## config.mk

```make
export PLATFORM = sky130hd
export DESIGN_NAME = fasta_record_parser_flat
export DESIGN_NICKNAME = d
export VERILOG_FILES = /design/src/rtl/core/frp_pkg.sv /design/src/rtl/core/frp_in_if.sv /design/src/rtl/core/frp_out_if.sv /design/src/rtl/core/frp_parse_fsm.sv /design/src/rtl/core/frp_result_queue.sv /design/src/rtl/core/fasta_record_parser.sv /design/src/flat_wrapper.sv
export SDC_FILE = /design/constraint.sdc
export NUM_CORES = 1
export LEC_CHECK = 0
export ABC_AREA = 1
export ABC_CLOCK_PERIOD_IN_PS = 5850
export BUFFER_PORTS_ARGS = -buffer_cell sky130_fd_sc_hd__buf_2
export CAP_MARGIN = 20
export CORE_MARGIN = 2
export CORE_UTILIZATION = 50
export CTS_CLUSTER_SIZE = 10
export DETAILED_ROUTE_END_ITERATION = 7
export PLACE_DENSITY = 0.68
export REMOVE_ABC_BUFFERS = 1
export SLEW_MARGIN = 15
export SYNTH_ARGS = -nofsm -noshare
export SYNTH_HDL_FRONTEND = slang
export SYNTH_SLANG_ARGS = --single-unit
```

## constraint.sdc

```tcl
create_clock -name clk -period 5.85 [get_ports clk]
set_input_delay 1.755 -clock clk [delete_from_list [all_inputs] [get_ports clk]]
set_output_delay 1.755 -clock clk [all_outputs]
set_load 0.02 [all_outputs]
```

## src/rtl/core/frp_pkg.sv

```systemverilog
// Package: shared types, character codes and byte classes of the FASTA record parser.
`timescale 1ns / 1ps
`default_nettype none

package frp_pkg;

    // Characters that steer the parse
    localparam logic [7:0] CH_REC_START = 8'h3E;  // '>'
    localparam logic [7:0] CH_SEMI      = 8'h3B;  // ';'
    localparam logic [7:0] CH_SPACE     = 8'h20;  // ' '
    localparam logic [7:0] CH_NEWLINE   = 8'h0A;  // '\n'
    localparam logic [7:0] CH_DOT       = 8'h2E;  // '.'
    localparam logic [7:0] CH_DASH      = 8'h2D;  // '-'
    localparam logic [7:0] CH_TAB       = 8'h09;  // first control whitespace
    localparam logic [7:0] CH_CR        = 8'h0D;  // last control whitespace
    localparam logic [7:0] CH_UPPER_A   = 8'h41;
    localparam logic [7:0] CH_UPPER_Z   = 8'h5A;
    localparam logic [7:0] CH_LOWER_A   = 8'h61;
    localparam logic [7:0] CH_LOWER_Z   = 8'h7A;

    // Result queue size; must hold two results beyond one in flight
    localparam int QUEUE_DEPTH = 4;
    localparam int QPTR_W      = $clog2(QUEUE_DEPTH);
    localparam int QCNT_W      = QPTR_W + 1;

    typedef enum logic [1:0] {
        KIND_ID      = 2'd0,
        KIND_INFO    = 2'd1,
        KIND_COMMENT = 2'd2,
        KIND_SEQ     = 2'd3
    } field_kind_t;

    typedef enum logic [1:0] {
        STATUS_OK         = 2'd0,
        STATUS_NO_START   = 2'd1,
        STATUS_INCOMPLETE = 2'd2
    } status_t;

    typedef enum logic [6:0] {
        ST_SEARCH  = 7'b0000001,
        ST_ID      = 7'b0000010,
        ST_INFO    = 7'b0000100,
        ST_CHECK   = 7'b0001000,
        ST_COMMENT = 7'b0010000,
        ST_SEQ     = 7'b0100000,
        ST_ERROR   = 7'b1000000
    } stage_t;

    typedef struct packed {
        field_kind_t field_kind;
        logic [7:0]  char_out;
        logic        char_valid;
        logic        field_end;
        logic        record_end;
        status_t     status;
        logic        last;
    } result_t;

    localparam result_t RESULT_NONE = '{
        field_kind: KIND_ID, char_out: 8'd0, char_valid: 1'b0,
        field_end: 1'b0, record_end: 1'b0, status: STATUS_OK, last: 1'b0
    };

    function automatic logic is_seq_byte(input logic [7:0] c);
        return (c >= CH_UPPER_A && c <= CH_UPPER_Z) ||
               (c >= CH_LOWER_A && c <= CH_LOWER_Z) ||
               c == CH_DOT || c == CH_DASH;
    endfunction

    function automatic logic is_white(input logic [7:0] c);
        return c == CH_SPACE || (c >= CH_TAB && c <= CH_CR);
    endfunction

    function automatic result_t make_result(input field_kind_t kind, input logic [7:0] c,
                                            input logic valid, input logic fend,
                                            input logic rend, input status_t st);
        result_t r;
        r.field_kind = kind;
        r.char_out   = valid ? c : 8'd0;
        r.char_valid = valid;
        r.field_end  = fend;
        r.record_end = rend;
        r.status     = st;
        r.last       = 1'b0;
        return r;
    endfunction

endpackage

`default_nettype wire

```

## src/rtl/core/frp_in_if.sv

```systemverilog
// Interface: input byte channel of the FASTA record parser.
`timescale 1ns / 1ps
`default_nettype none

interface frp_in_if;
    logic       valid;
    logic       ready;
    logic [7:0] char_in;
    logic       stream_end;

    modport source (output valid, output char_in, output stream_end, input ready);
    modport sink   (input valid, input char_in, input stream_end, output ready);
endinterface

`default_nettype wire

```

## src/rtl/core/frp_out_if.sv

```systemverilog
// Interface: labeled result channel of the FASTA record parser.
`timescale 1ns / 1ps
`default_nettype none

interface frp_out_if;
    logic       valid;
    logic       ready;
    logic [1:0] field_kind;
    logic [7:0] char_out;
    logic       char_valid;
    logic       field_end;
    logic       record_end;
    logic [1:0] status;
    logic       last;

    modport source (output valid, output field_kind, output char_out, output char_valid,
                    output field_end, output record_end, output status, output last,
                    input ready);
    modport sink   (input valid, input field_kind, input char_out, input char_valid,
                    input field_end, input record_end, input status, input last,
                    output ready);
endinterface

`default_nettype wire

```

## src/rtl/core/frp_parse_fsm.sv

```systemverilog
// Module: parse stage register and per-byte classification into up to two results.
`timescale 1ns / 1ps
`default_nettype none

module frp_parse_fsm (
    input  wire logic            clk,
    input  wire logic            rst_n,
    input  wire logic            accept,
    input  wire logic [7:0]      char_in,
    input  wire logic            stream_end,
    output frp_pkg::result_t     res0,
    output frp_pkg::result_t     res1,
    output logic [1:0]           res_cnt
);
    import frp_pkg::*;

    stage_t  stage_reg;
    stage_t  stage_next;
    result_t r0;
    result_t r1;
    logic    is_start;

    assign is_start = (char_in == CH_REC_START) || (char_in == CH_SEMI);

    // Classify the byte against the current stage
    always_comb
    begin
        stage_next = stage_reg;
        r0         = RESULT_NONE;
        r1         = RESULT_NONE;
        res_cnt    = 2'd0;
        if (stage_reg == ST_ERROR)
        begin
            r0      = make_result(KIND_ID, 8'd0, 1'b0, 1'b0, 1'b0, STATUS_NO_START);
            res_cnt = 2'd1;
        end
        else if (stream_end)
        begin
            // Close any open record and return to search
            stage_next = ST_SEARCH;
            case (stage_reg)
                ST_ID:
                begin
                    r0 = make_result(KIND_ID, 8'd0, 1'b0, 1'b1, 1'b1, STATUS_INCOMPLETE);
                    res_cnt = 2'd1;
                end
                ST_INFO:
                begin
                    r0 = make_result(KIND_INFO, 8'd0, 1'b0, 1'b1, 1'b1, STATUS_INCOMPLETE);
                    res_cnt = 2'd1;
                end
                ST_COMMENT:
                begin
                    r0 = make_result(KIND_COMMENT, 8'd0, 1'b0, 1'b1, 1'b1,
                                     STATUS_INCOMPLETE);
                    res_cnt = 2'd1;
                end
                ST_CHECK:
                begin
                    r0 = make_result(KIND_SEQ, 8'd0, 1'b0, 1'b0, 1'b1, STATUS_INCOMPLETE);
                    res_cnt = 2'd1;
                end
                ST_SEQ:
                begin
                    r0 = make_result(KIND_SEQ, 8'd0, 1'b0, 1'b1, 1'b1, STATUS_OK);
                    res_cnt = 2'd1;
                end
                default:
                begin
                    res_cnt = 2'd0;
                end
            endcase
        end
        else
        begin
            case (stage_reg)
                ST_SEARCH:
                begin
                    if (is_start)
                    begin
                        stage_next = ST_ID;
                    end
                    else
                    begin
                        stage_next = ST_ERROR;
                        r0 = make_result(KIND_ID, 8'd0, 1'b0, 1'b0, 1'b0, STATUS_NO_START);
                        res_cnt = 2'd1;
                    end
                end
                ST_ID:
                begin
                    res_cnt = 2'd1;
                    if (char_in == CH_SPACE)
                    begin
                        r0 = make_result(KIND_ID, 8'd0, 1'b0, 1'b1, 1'b0, STATUS_OK);
                        stage_next = ST_INFO;
                    end
                    else
                    begin
                        r0 = make_result(KIND_ID, char_in, 1'b1, 1'b0, 1'b0, STATUS_OK);
                    end
                end
                ST_INFO:
                begin
                    res_cnt = 2'd1;
                    if (char_in == CH_NEWLINE)
                    begin
                        r0 = make_result(KIND_INFO, 8'd0, 1'b0, 1'b1, 1'b0, STATUS_OK);
                        stage_next = ST_CHECK;
                    end
                    else
                    begin
                        r0 = make_result(KIND_INFO, char_in, 1'b1, 1'b0, 1'b0, STATUS_OK);
                    end
                end
                ST_COMMENT:
                begin
                    res_cnt = 2'd1;
                    if (char_in == CH_NEWLINE)
                    begin
                        r0 = make_result(KIND_COMMENT, 8'd0, 1'b0, 1'b1, 1'b0, STATUS_OK);
                        stage_next = ST_CHECK;
                    end
                    else
                    begin
                        r0 = make_result(KIND_COMMENT, char_in, 1'b1, 1'b0, 1'b0,
                                         STATUS_OK);
                    end
                end
                ST_CHECK, ST_SEQ:
                begin
                    if (stage_reg == ST_CHECK && char_in == CH_SEMI)
                    begin
                        stage_next = ST_COMMENT;
                    end
                    else if (is_seq_byte(char_in))
                    begin
                        stage_next = ST_SEQ;
                        r0 = make_result(KIND_SEQ, char_in, 1'b1, 1'b0, 1'b0, STATUS_OK);
                        res_cnt = 2'd1;
                    end
                    else if (is_white(char_in))
                    begin
                        stage_next = ST_SEQ;
                    end
                    else
                    begin
                        // Close the record, then re-examine the byte as a record start
                        r0 = make_result(KIND_SEQ, 8'd0, 1'b0, 1'b1, 1'b1, STATUS_OK);
                        if (is_start)
                        begin
                            stage_next = ST_ID;
                            res_cnt    = 2'd1;
                        end
                        else
                        begin
                            stage_next = ST_ERROR;
                            r1 = make_result(KIND_ID, 8'd0, 1'b0, 1'b0, 1'b0,
                                             STATUS_NO_START);
                            res_cnt = 2'd2;
                        end
                    end
                end
                default:
                begin
                    stage_next = ST_ERROR;
                    r0 = make_result(KIND_ID, 8'd0, 1'b0, 1'b0, 1'b0, STATUS_NO_START);
                    res_cnt = 2'd1;
                end
            endcase
        end
    end

    // Mark the final result of the item
    always_comb
    begin
        res0      = r0;
        res1      = r1;
        res0.last = (res_cnt == 2'd1);
        res1.last = (res_cnt == 2'd2);
    end

    // Advance the stage on each accepted item
    always_ff @(posedge clk or negedge rst_n)
    begin
        if (!rst_n)
        begin
            stage_reg <= ST_SEARCH;
        end
        else if (accept)
        begin
            stage_reg <= stage_next;
        end
    end

endmodule

`default_nettype wire

```

## src/rtl/core/frp_result_queue.sv

```systemverilog
// Module: small result queue that takes up to two results and delivers one per cycle while popped.
`timescale 1ns / 1ps
`default_nettype none

module frp_result_queue (
    input  wire logic              clk,
    input  wire logic              rst_n,
    input  wire logic [1:0]        push_cnt,
    input  wire frp_pkg::result_t  push0,
    input  wire frp_pkg::result_t  push1,
    input  wire logic              pop,
    output frp_pkg::result_t       head,
    output logic                   head_valid,
    output logic                   room_for_two
);
    import frp_pkg::*;

    result_t              entry_reg [QUEUE_DEPTH];
    logic [QPTR_W-1:0]    wr_ptr_reg;
    logic [QPTR_W-1:0]    wr_ptr_next;
    logic [QPTR_W-1:0]    rd_ptr_reg;
    logic [QPTR_W-1:0]    rd_ptr_next;
    logic [QCNT_W-1:0]    count_reg;
    logic [QCNT_W-1:0]    count_next;
    logic [QPTR_W-1:0]    wr_ptr_plus1;

    assign wr_ptr_plus1 = wr_ptr_reg + QPTR_W'(1);
    assign head         = entry_reg[rd_ptr_reg];
    assign head_valid   = (count_reg != '0);
    assign room_for_two = (count_reg <= QCNT_W'(QUEUE_DEPTH - 2));

    // Update pointers and fill level
    always_comb
    begin
        wr_ptr_next = wr_ptr_reg + QPTR_W'(push_cnt);
        rd_ptr_next = rd_ptr_reg + QPTR_W'(pop);
        count_next  = count_reg + QCNT_W'(push_cnt) - QCNT_W'(pop);
    end

    // Store new results
    always_ff @(posedge clk)
    begin
        if (push_cnt != 2'd0)
        begin
            entry_reg[wr_ptr_reg] <= push0;
        end
        if (push_cnt == 2'd2)
        begin
            entry_reg[wr_ptr_plus1] <= push1;
        end
    end

    always_ff @(posedge clk or negedge rst_n)
    begin
        if (!rst_n)
        begin
            wr_ptr_reg <= '0;
            rd_ptr_reg <= '0;
            count_reg  <= '0;
        end
        else
        begin
            wr_ptr_reg <= wr_ptr_next;
            rd_ptr_reg <= rd_ptr_next;
            count_reg  <= count_next;
        end
    end

endmodule

`default_nettype wire

```

## src/rtl/core/fasta_record_parser.sv

```systemverilog
// Top level: FASTA record parser that labels a text stream byte by byte.
`timescale 1ns / 1ps
`default_nettype none

// The parser takes one FASTA text byte per cycle on in_chan and emits labeled
// results on out_chan: each content byte with its field kind (id, info,
// comment, sequence), plus field-end and record-end markers and a status code.
// A start byte met in search, the ';' of a comment line and whitespace inside a
// sequence give no result; a stray byte that closes a sequence may give two.
// An item with stream_end set closes any open record. A bad record start locks
// the parser into a sticky error state until reset. Each byte is classified
// combinationally by the stage machine and its results land in a four-entry
// result queue; in_chan accepts a byte every cycle while the queue has room
// for two results, so the sustained rate is one byte per cycle whenever each
// byte gives at most one result and the sink takes one result per cycle. A
// result appears on out_chan the cycle after its byte is accepted when the
// queue is empty, and later when it waits behind results already queued.
module fasta_record_parser (
    input  wire logic  clk,
    input  wire logic  rst_n,
    frp_in_if.sink     in_chan,
    frp_out_if.source  out_chan
);
    import frp_pkg::*;

    result_t    res0;
    result_t    res1;
    logic [1:0] res_cnt;
    logic [1:0] push_cnt;
    logic       accept;
    logic       pop;
    result_t    head;
    logic       head_valid;
    logic       room_for_two;

    // Accept while the queue can take the worst-case two results
    assign in_chan.ready = room_for_two;
    assign accept        = in_chan.valid && room_for_two;
    assign push_cnt      = accept ? res_cnt : 2'd0;
    assign pop           = head_valid && out_chan.ready;

    frp_parse_fsm u_parse_fsm (
        .clk        (clk),
        .rst_n      (rst_n),
        .accept     (accept),
        .char_in    (in_chan.char_in),
        .stream_end (in_chan.stream_end),
        .res0       (res0),
        .res1       (res1),
        .res_cnt    (res_cnt)
    );

    frp_result_queue u_result_queue (
        .clk          (clk),
        .rst_n        (rst_n),
        .push_cnt     (push_cnt),
        .push0        (res0),
        .push1        (res1),
        .pop          (pop),
        .head         (head),
        .head_valid   (head_valid),
        .room_for_two (room_for_two)
    );

    // Drive the result channel from the queue head
    assign out_chan.valid      = head_valid;
    assign out_chan.field_kind = head.field_kind;
    assign out_chan.char_out   = head.char_out;
    assign out_chan.char_valid = head.char_valid;
    assign out_chan.field_end  = head.field_end;
    assign out_chan.record_end = head.record_end;
    assign out_chan.status     = head.status;
    assign out_chan.last       = head.last;

endmodule

`default_nettype wire
```

## src/flat_wrapper.sv

```systemverilog
// flat-port wrapper written by rule: the top's interface ports become plain ports
module fasta_record_parser_flat import frp_pkg::*;
  (clk, rst_n, in_chan_valid, in_chan_char_in, in_chan_stream_end, in_chan_ready, out_chan_valid, out_chan_field_kind, out_chan_char_out, out_chan_char_valid, out_chan_field_end, out_chan_record_end, out_chan_status, out_chan_last, out_chan_ready);
  frp_in_if in_chan_i ();
  frp_out_if out_chan_i ();
  input  wire logic clk;
  input  wire logic rst_n;
  input wire logic [$bits(in_chan_i.valid)-1:0] in_chan_valid;
  input wire logic [$bits(in_chan_i.char_in)-1:0] in_chan_char_in;
  input wire logic [$bits(in_chan_i.stream_end)-1:0] in_chan_stream_end;
  output wire logic [$bits(in_chan_i.ready)-1:0] in_chan_ready;
  output wire logic [$bits(out_chan_i.valid)-1:0] out_chan_valid;
  output wire logic [$bits(out_chan_i.field_kind)-1:0] out_chan_field_kind;
  output wire logic [$bits(out_chan_i.char_out)-1:0] out_chan_char_out;
  output wire logic [$bits(out_chan_i.char_valid)-1:0] out_chan_char_valid;
  output wire logic [$bits(out_chan_i.field_end)-1:0] out_chan_field_end;
  output wire logic [$bits(out_chan_i.record_end)-1:0] out_chan_record_end;
  output wire logic [$bits(out_chan_i.status)-1:0] out_chan_status;
  output wire logic [$bits(out_chan_i.last)-1:0] out_chan_last;
  input wire logic [$bits(out_chan_i.ready)-1:0] out_chan_ready;
  assign in_chan_i.valid = in_chan_valid;
  assign in_chan_i.char_in = in_chan_char_in;
  assign in_chan_i.stream_end = in_chan_stream_end;
  assign in_chan_ready = in_chan_i.ready;
  assign out_chan_valid = out_chan_i.valid;
  assign out_chan_field_kind = out_chan_i.field_kind;
  assign out_chan_char_out = out_chan_i.char_out;
  assign out_chan_char_valid = out_chan_i.char_valid;
  assign out_chan_field_end = out_chan_i.field_end;
  assign out_chan_record_end = out_chan_i.record_end;
  assign out_chan_status = out_chan_i.status;
  assign out_chan_last = out_chan_i.last;
  assign out_chan_i.ready = out_chan_ready;
  fasta_record_parser u_core (.clk(clk), .rst_n(rst_n), .in_chan(in_chan_i), .out_chan(out_chan_i));
endmodule
```

==> results of run 1 <==
==> power breakdown <==
| group | leakage, nW | internal (mW) | total (mW) | switching [mW] |
|---|---|---|---|---|
| clock network | 0.0846 | 0.156 | 0.364 | 0.208 |
| logic | 1.65 | 0.445 | 1.34 | 0.892 |
| registers | 0.719 | 0.794 | 0.948 | 0.154 |
==> per-layer routing <==
| metal | track usage | wire (um) |
|---|---|---|
| met5 | 0 | 0 |
| met1 | 0.316 | 4860 |
| met4 | 0.0748 | 145 |
| met2 | 0.395 | 5350 |
| met3 | 0.0475 | 738 |
==> path summary, 6_finish.rpt <==
kind	from	to	slack (ns)	depth (start not counted)
min in group asynchronous	rst_n	u_core.u_result_queue.count_reg[0]	1.29	1
max in group asynchronous	rst_n	u_core.u_parse_fsm.stage_reg[0]	4.27	1
worst max-delay path	u_core.u_result_queue.rd_ptr_reg[1]	out_chan_char_out[5]	1.79	5
worst min-delay path	u_core.u_result_queue.entry_reg[1][12]	u_core.u_result_queue.entry_reg[1][12]	0.48	2
worst max register to register	u_core.u_parse_fsm.stage_reg[3]	u_core.u_result_queue.count_reg[2]	3.21	15
worst min register to register	u_core.u_result_queue.entry_reg[1][12]	u_core.u_result_queue.entry_reg[1][12]	0.48	2
==> synthesized netlist by cell type (10+ instances only) <==
| library cell | instances | area share |
|---|---|---|
| a21oi_1 | 44 | 0.049 |
| dfrtp_1 | 13 | 0.073 |
| nand2_1 | 109 | 0.092 |
| o22ai_1 | 14 | 0.020 |
| a21oi_2 | 10 | 0.020 |
| nand2_2 | 12 | 0.017 |
| inv_1 | 41 | 0.034 |
| nor2_1 | 120 | 0.10 |
| nand3_1 | 79 | 0.088 |
| o21ai_0 | 53 | 0.059 |
| dfxtp_1 | 56 | 0.25 |
| inv_2 | 12 | 0.010 |
| clkbuf_1 | 14 | 0.012 |
==> final cells by class <==
type	instances	area [um2]
clock buffer	11	131
tap	108	135
sequential	78	1710
inverter	55	208
multi-input combinational	475	2330
clock inverter	5	33.8
fill	881	3920
timing repair buffer	35	208
==> cells by family (layout without fill, tap and decap cells) <==
group | count (synthesis) | in the layout | share of synthesized area
flops | 78 | 78 | 0.383
xor+xnor | 5 | 5 | 0.00980
fa+ha+maj | 6 | 6 | 0.0185
simple gates | 338 | 338 | 0.336
buf+inv | 89 | 106 | 0.0963
compound gates | 126 | 126 | 0.156
==> metrics by stage <==
step	hold slack, ns	power (mW)	cell area (um2)
after floorplan	0.446	1.87	4250
after global placement	0.457	2.24	4570
after detailed placement	0.463	2.28	4570
after CTS	0.484	2.64	4740
after global routing	0.511	2.88	4760
final	0.479	2.65	4760
==> critical path, cell delays in order, from the launching register on <==
cell	delay (ns)
dfrtp_1	0.79
inv_1	0.52
a21oi_1	0.23
o21ai_0	0.11
o21ai_0	0.12
buf_2	0.19
==> summary.txt, run 1 <==
Logic synthesis
  – Synthesized flop and latch total: slightly below 80
  – Main flop type after synthesis: dfxtp_1
  – Syn Inst Count: 642
  – Post-synth EDFFs: 8
  – Synth cell types: 40
  – Ys async rst share: 0.179
  – Synth warnings: 0
  – Syn Area/Cell: 6.96 um2
  – Sequential-to-total area share from yosys stat: 0.383
  – Mapped cell area: ~4500 um2

Clocking
  – Clk buf depth: 2
  – Resize count post-CTS: 0
  – CTS Buf Count: 9
  – # hold bufs at CTS: 0
  – Postcts setup bufs: 0
  – CTS Root Cell: clkbuf_8
  – CTS tree: done
  – Worst skew pair latency: ~0.35 ns
  – Clk sink count: ~80
  – Clock-pin slew on the worst setup and hold paths: roughly 0.080 ns
  – H-tree levels: 3

Floorplanning
  – Rows: 34
  – Vert. Die Dim: just under 100 um
  – Core area: around 8700 um2
  – Area of the die: around 9700 um2
  – Initial core utilization: 0.515
  – I/O pin cnt: 31
  – Chip width: ~100 um

Placement
  – RePlAce Congestion: 0.886
  – DP HPWL: just over 7000 um
  – PortBufs: 30
  – DP Cell Count: 750
  – Pre-CTS setup slack: around 1.5 ns

Critical path
  – Crit path max fanout: 18
  – Critical Path Sink Type: output port
  – Worst EP required: between 4 and 5 ns
  – Startpoint types: flop
  – Worst Path Arrival: roughly 2.3 ns
  – Worst Setup Path Type: reg -> out

STA
  – Final WS setup: about 1.8 ns
  – Tcrit/Tclk final: 0.695
  – Pins Over Slew Limit: 0
  – Final setup TNS: 0 ns
  – F_max: around 0.25 GHz
  – Slew HR: 0.323
  – Clock skew: between 0.01 and 0.015 ns
  – Hold Vio Cnt, Final: 0
  – RSZ-0062 raised after global routing: false
  – Worst slew pin tran: 1.01 ns
  – Final setup vio count: 0
  – Min Clock Period, post-route: between 4 and 5 ns

Finish
  – Core Util, Final: 0.549
  – Max reg flops: between 60 and 70
  – Layout cells sized above 1: 0.153
  – Nets: ~670
  – # diodes: 0
  – Commonest non-fill, non-tap cell in the layout: nor2_1
  – Most frequent cells in the layout: 117 x nor2_1, 109 x nand2_1, 79 x nand3_1
  – Area growth, synth to finish: 6.55%
  – Layout Cells excl Fill: 767

Pwr
  – Leakage: between 2 and 2.5 nW
  – Power per Cell Area: between 500 and 600 nW/um2
  – VDD IR-drop max: ~0.35 mV

Job
  – Max-cap viol count: 0

Status
  – Status: finished clean

Detailed routing
  – Post-route ant nets: 0
  – DRC: 0
  – Drt via density: 5.48
  – WL/cell: roughly 14 um
  – Starting DRT DRC Count: between 200 and 250
  – Routed WL: 11100 um
  – Via Count: between 4000 and 5000
  – Detailed Routing Iterations Pass 1: 5

Min path
  – Worst Hold Class: reg -> reg

Global route
  – Initial antenna violation count: 0
  – Global-route wire length before repair: about 19000 um
  – Grt total ovfl: 0
  – Pin count of the biggest net entering global routing: approximately 100
  – GRT Overall Usage: 0.238
  – Vias in the first global route: 3991
No activity file was read; power rests on OpenSTA's default activity.
==> run 2, diff against run 1 <==
Settings changed: ABC_AREA 1 to 0, ABC_CLOCK_PERIOD_IN_PS 5850 to 3800.
Clock period 5.85 ns to 3.8 ns, I/O delays scaled along.
==> summary.txt, run 2 <==
Clocking
  – Clk sink count: 78 (unchanged)
  – CTS Buf Count: 9 (unchanged)
  – Postcts setup bufs: 0 (unchanged)
  – H-tree levels: 3 (unchanged)
  – Clk buf depth: 2 (unchanged)
  – CTS Root Cell: clkbuf_8
  – CTS tree: done
  – Worst skew pair latency: 0.36 ns (about the same)
  – Resize count post-CTS: 0 (unchanged)
  – Clock-pin slew on the worst setup and hold paths: 0.09 ns (about the same)
  – # hold bufs at CTS: 0 (unchanged)

Logic synthesis
  – Sequential-to-total area share from yosys stat: 0.414 (+0.0313)
  – Synth cell types: 74 (+85%)
  – Main flop type after synthesis: dfxtp_1
  – Syn Inst Count: 391 (-39%)
  – Count leader, synth: dfxtp_1
  – Mapped cell area: 4130 um2 (-7.6%)
  – Ys async rst share: 0.179 (unchanged)
  – Yosys top cell by area: dfxtp_1
  – Top cells by count, synth: 56 x dfxtp_1, 43 x nand2_1, 28 x o2bb2ai_1
  – Top post-synthesis cells by area: dfxtp_1 27%, mux4_2 8.7%, dfrtp_1 7.9%
  – Synthesized flop and latch total: 78 (unchanged)
  – Area share of the largest cell type after synthesis: 0.271 (+0.0205)
  – Syn Area/Cell: 10.6 um2 (+52%)
  – Synth warnings: 0 (unchanged)
  – Post-synth EDFFs: 8 (unchanged)

STA
  – Clock skew: 0.0103 ns (-0.000839 ns)
  – Final setup TNS: 0 ns (unchanged)
  – Min Clock Period, post-route: 3.59 ns
  – Pins Over Slew Limit: 0 (unchanged)
  – Final setup vio count: 0 (unchanged)
  – Hold Slack: 0.463 ns (-0.0159 ns)
  – Final WS setup: 0.211 ns (-1.58 ns)
  – F_max: approximately 0.28 GHz
  – Tcrit/Tclk final: 0.945
  – Worst slew pin tran: 0.886 ns (-0.128 ns)
  – Hold Vio Cnt, Final: 0 (unchanged)
  – RSZ-0062 raised after global routing: false
  – Slew HR: 0.409 (+0.0863)

Detailed routing
  – Uppermost layer routed: met4
  – Drt via density: 6.17 (+13%)
  – Starting DRT DRC Count: 178 (-28%)
  – Detailed Routing Iterations Pass 1: 5 (unchanged)
  – Via Count: 3394 (-19%)
  – Met2 WL post-DR: 5070 um (-5.1%)
  – Met1 Routed Length: 4640 um (-4.6%)
  – DRC: 0 (unchanged)
  – Routed WL: 10500 um (-5.5%)
  – Metal3 WL: 594 um (-20%)
  – Post-route ant nets: 0 (unchanged)
  – WL/cell: 19.0 um (+32%)

Critical path
  – Worst EP required: 4.08 ns (about the same)
  – Crit path max fanout: 10 (-8)
  – Top delay family on crit path: compound AO/OA/AOI/OAI gates
  – Worst Path Arrival: 3.87 ns (+1.56 ns)
  – Slowest Stage Delay on Critical Path: 0.60 ns (-0.19 ns)
  – Startpoint types: flop
  – Critical Path Sink Type: flop
  – Critical Path Slowest Stage Cell: o41ai_1
  – Buf+Inv Stages, Crit Path: 2 (unchanged)
  – Worst Setup Path Type: reg -> reg
  – Critical-path cell list: or3_1 -> o41ai_1 -> nor3_1 -> a211o_1 -> nor2_1 -> inv_1 -> ha_1 -> inv_1 -> ha_1 -> fa_1 -> xnor2_1 -> xnor2_1

Finish
  – Commonest non-fill, non-tap cell in the layout: dfxtp_1
  – Fin area: 4730 um2 (-0.74%)
  – Most frequent cells in the layout: 56 x dfxtp_1, 43 x nand2_1, 34 x buf_4
  – Nets: 459 (-32%)
  – Max reg flops: 64 (unchanged)
  – # diodes: 0 (unchanged)
  – Area growth, synth to finish: 14.4%
  – Layout cells sized above 1: 0.258 (+0.105)

Global route
  – GRT Overall Usage: 0.253 (+0.0143)
  – Initial antenna violation count: 0 (unchanged)
  – Pin count of the biggest net entering global routing: 18 (-83%)
  – Vias in the first global route: 3309 (-17%)
  – Grt total ovfl: 0 (unchanged)
  – Global-route wire length before repair: 17100 um (-8.8%)

Min path
  – Worst Hold Class: reg -> reg

Status
  – Status: finished clean

Floorplanning
  – Initial core utilization: 0.511 (-0.00447)
  – Rows: 33 (-2.9%)
  – Chip width: 94.9 um (-3.7%)
  – I/O pin cnt: 31 (unchanged)
  – Core area: 8090 um2 (-6.7%)
  – Area of the die: 9010 um2 (-7.3%)
  – Vert. Die Dim: 94.9 um (-3.7%)

Placement
  – RePlAce Congestion: 0.973 (+9.9%)
  – PortBufs: 30 (unchanged)
  – Pre-CTS setup slack: -0.0419 ns (-1.54 ns)
  – Cell area after placement: 4540 um2 (-0.63%)
  – DP HPWL: 7710 um (+6.1%)

Job
  – Max-cap viol count: 0 (unchanged)

Pwr
  – VDD IR-drop max: 0.480 mV (+36%)
  – Power per Cell Area: 503 nW/um2 (-9.5%)
  – Leakage: 1.98 nW (-19%)
-- run 2: cell types whose count changed after synthesis, moves of 30 or more --
| cell | change |
|---|---|
| a21oi_1 | -40 |
| inv_1 | -30 |
| nand2_1 | -66 |
| nand3_1 | -70 |
| nor2_1 | -101 |
| o21ai_0 | -40 |
-- run 2: worst min-delay path: stages, from the launching register on --
cell and delay, ns:
dfxtp_1 0.31, nand2_1 0.05, mux2i_1 0.06
-- run 2: area by class of cell --
class,instances,area [um2]
Fill cell,738,3360
Inverter,12,47.5
Multi-Input combinational cell,274,2220
Clock buffer,9,124
Clock inverter,7,62.6
Sequential cell,78,1710
Tap cell,105,131
Timing Repair Buffer,65,425
-- run 2: routing by layer --
| metal | up-vias | track usage |
|---|---|---|
| met5 | - | 0 |
| li1 | 1600 | - |
| met4 | 0 | 0.0700 |
| met2 | 116 | 0.412 |
| met1 | 1655 | 0.343 |
| met3 | 23 | 0.0511 |
-- run 2: where the power goes --
part	leakage, nW	switching, mW	internal (mW)	total (mW)
logic	1.18	0.429	0.323	0.752
clock network	0.0946	0.348	0.252	0.600
registers	0.704	0.117	0.911	1.03
-- run 2: path summary, 6_finish.rpt --
path                                                             start                                endpoint  slack (ns)  depth (start not counted)
worst max-delay path                   u_core.u_parse_fsm.stage_reg[1]      u_core.u_result_queue.count_reg[2]        0.21                         12
worst min-delay path            u_core.u_result_queue.entry_reg[2][15]  u_core.u_result_queue.entry_reg[2][15]        0.46                          2
worst max register to register         u_core.u_parse_fsm.stage_reg[1]      u_core.u_result_queue.count_reg[2]        0.21                         12
worst min register to register  u_core.u_result_queue.entry_reg[2][15]  u_core.u_result_queue.entry_reg[2][15]        0.46                          2
max in group asynchronous                                        rst_n         u_core.u_parse_fsm.stage_reg[0]        2.83                          1
min in group asynchronous                                        rst_n      u_core.u_result_queue.count_reg[1]        0.67                          1
-- run 2: kinds of logic (layout without fill, tap and decap cells) --
group | Yosys count | after routing | share of synthesized area
AO/OA/AOI/OAI | 90 | 90 | 0.184
XOR/XNOR | 9 | 9 | 0.0191
adder cells (fa/ha/maj) | 6 | 6 | 0.0200
buffers and inverters | 39 | 93 | 0.0472
flip-flops | 78 | 78 | 0.414
multiplexers | 43 | 43 | 0.153
AND/OR/NAND/NOR | 126 | 126 | 0.162
-- run 2: per-stage QoR --
| stage | power [mW] | utilization | instances |
|---|---|---|---|
| 6_report | 2.38 | 0.584 | 550 |
| 5_1_grt | 2.51 | 0.584 | 550 |
| 3_3_place_gp | 1.78 | 0.561 | 534 |
| 2_1_floorplan | 1.54 | - | 364 |
| 3_5_place_dp | 1.80 | 0.561 | 534 |
| 4_1_cts | 2.39 | 0.584 | 550 |
==> run 3, diff against run 2 <==
Settings changed: CORE_MARGIN 2 to 1.
==> summary.txt, run 3 (same netlist as run 2, synthesis figures left out) <==
Status
  – Status: finished clean

Detailed routing
  – Drt via density: 6.11 (-0.98%)
  – DRC: 0 (unchanged)
  – Routed WL: 10100 um (-3.4%)
  – WL/cell: 18.3 um (-3.7%)
  – Detailed Routing Iterations Pass 1: 4 (-1)
  – Post-route ant nets: 0 (unchanged)
  – Via Count: 3373 (-0.62%)
  – Starting DRT DRC Count: 205 (+15%)

STA
  – Min Clock Period, post-route: 3.42 ns (-0.169 ns)
  – Worst slew pin tran: 0.852 ns (-0.0338 ns)
  – Slew HR: 0.432 (+0.0226)
  – RSZ-0062 raised after global routing: false
  – Hold Vio Cnt, Final: 0 (unchanged)
  – Final WS setup: 0.379 ns (+0.169 ns)
  – Final setup vio count: 0 (unchanged)
  – Clock skew: 0.0127 ns (+0.00236 ns)
  – Tcrit/Tclk final: 0.900 (-0.0444)
  – F_max: 0.292 GHz (+4.9%)
  – Pins Over Slew Limit: 0 (unchanged)
  – Final setup TNS: 0 ns (unchanged)

Finish
  – # diodes: 0 (unchanged)
  – Area growth, synth to finish: 15.0%
  – Layout cells sized above 1: 0.267 (+0.00824)
  – Core Util, Final: 0.606 (+0.0216)
  – Commonest non-fill, non-tap cell in the layout: dfxtp_1
  – Most frequent cells in the layout: 56 x dfxtp_1, 43 x nand2_1, 40 x buf_4
  – Max reg flops: 64 (unchanged)
  – Number of fillers in the final layout: 703 (-4.7%)
  – Nets: 464 (+1.1%)

Placement
  – PortBufs: 30 (unchanged)
  – RePlAce Congestion: 0.898 (-7.8%)
  – DP HPWL: 7520 um (-2.6%)
  – Pre-CTS setup slack: 0.00855 ns (+0.0505 ns)

Floorplanning
  – I/O pin cnt: 31 (unchanged)
  – Core area: 7850 um2 (-3.0%)
  – Initial core utilization: 0.527 (+0.0160)
  – Rows: 32 (-3.0%)
  – Area of the die: 8630 um2 (-4.2%)
  – Chip width: 92.9 um (-2.1%)
  – Vert. Die Dim: 92.9 um (-2.1%)

Pwr
  – VDD IR-drop max: 0.310 mV (-35%)
  – Total power: 2.36 mW (-0.92%)
  – Power per Cell Area: 496 nW/um2 (-1.5%)
  – Leakage: 1.99 nW (+0.69%)

Clocking
  – Clk buf depth: 2 (unchanged)
  – CTS Root Cell: clkbuf_8
  – Postcts setup bufs: 0 (unchanged)
  – Clock-pin slew on the worst setup and hold paths: 0.08 ns (about the same)
  – CTS tree: done
  – CTS Buf Count: 9 (unchanged)
  – # hold bufs at CTS: 0 (unchanged)
  – Resize count post-CTS: 0 (unchanged)
  – H-tree levels: 3 (unchanged)
  – Worst skew pair latency: 0.35 ns (about the same)
  – Clk sink count: 78 (unchanged)

Min path
  – Worst Hold Class: reg -> reg
  – WHS Path Cells: 2 (unchanged)

Critical path
  – Worst EP required: 4.08 ns (about the same)
  – Crit path max fanout: 3 (-7)
  – Worst Path Arrival: 3.70 ns (-0.17 ns)
  – Worst Setup Path Type: reg -> reg
  – Startpoint types: flop
  – R2R cell count: 12 (unchanged)
  – Critical Path Sink Type: flop

Global route
  – GRT Overall Usage: 0.257 (+0.00379)
  – Grt total ovfl: 0 (unchanged)
  – Vias in the first global route: 3251 (-1.8%)
  – Global-route wire length before repair: 17000 um (-1.0%)
  – Pin count of the biggest net entering global routing: 18 (unchanged)
  – Initial antenna violation count: 0 (unchanged)

Job
  – Max-cap viol count: 0 (unchanged)
[run 3: cell count changes in the layout (fill, tap and decap cells not counted), sizes merged]
cell and delta:
buf +5, clkinv +2, inv -2
[run 3: layer usage]
metal	vias up	wire (um)	track usage
met5	-	0	0
met4	0	161	0.0846
met3	16	434	0.0468
met1	1668	4750	0.353
li1	1607	-	-
met2	82	4770	0.406
[run 3: stage by stage]
stage                     cell area (um2)  std cells  hold slack [ns]
after floorplan                      3990        364            0.427
after global placement               4560        536            0.440
after detailed placement             4560        536            0.443
after CTS                            4750        552            0.462
after global routing                 4750        552            0.485
final                                4750        552            0.461
[run 3: final timing paths]
kind | start | endpoint | slack (ns)
worst max-delay path | u_core.u_parse_fsm.stage_reg[1] | u_core.u_result_queue.count_reg[2] | 0.38
worst min-delay path | u_core.u_result_queue.entry_reg[0][2] | u_core.u_result_queue.entry_reg[0][2] | 0.46
worst max register to register | u_core.u_parse_fsm.stage_reg[1] | u_core.u_result_queue.count_reg[2] | 0.38
worst min register to register | u_core.u_result_queue.entry_reg[0][2] | u_core.u_result_queue.entry_reg[0][2] | 0.46
max in group asynchronous | rst_n | u_core.u_parse_fsm.stage_reg[0] | 2.83
min in group asynchronous | rst_n | u_core.u_result_queue.rd_ptr_reg[0] | 0.67
[run 3: area by class of cell]
| cell class | instances | area (um2) | share of cell area |
|---|---|---|---|
| Clock inverter | 7 | 67.6 | 0.0142 |
| Clock buffer | 9 | 124 | 0.0261 |
| Timing Repair Buffer | 70 | 450 | 0.0947 |
| Tap cell | 102 | 128 | 0.0268 |
| Sequential cell | 78 | 1710 | 0.360 |
| Inverter | 12 | 47.5 | 0.0100 |
| Multi-Input combinational cell | 274 | 2220 | 0.468 |
[run 3: power breakdown]
part / switching, mW / internal (mW) / total [mW]
Combinational: 0.417 / 0.322 / 0.739
Sequential: 0.114 / 0.911 / 1.03
Clock: 0.341 / 0.252 / 0.593
Total: 0.873 / 1.48 / 2.36
[run 3: worst max-delay path: stages, from the launching register on]
cell	delay, ns
dfrtp_1	0.39
or3_1	0.40
o41ai_1	0.60
nor3_1	0.16
a211o_1	0.35
nor2_1	0.14
inv_1	0.07
ha_1	0.27
inv_1	0.04
ha_1	0.19
fa_1	0.43
xnor2_1	0.18
xnor2_1	0.13
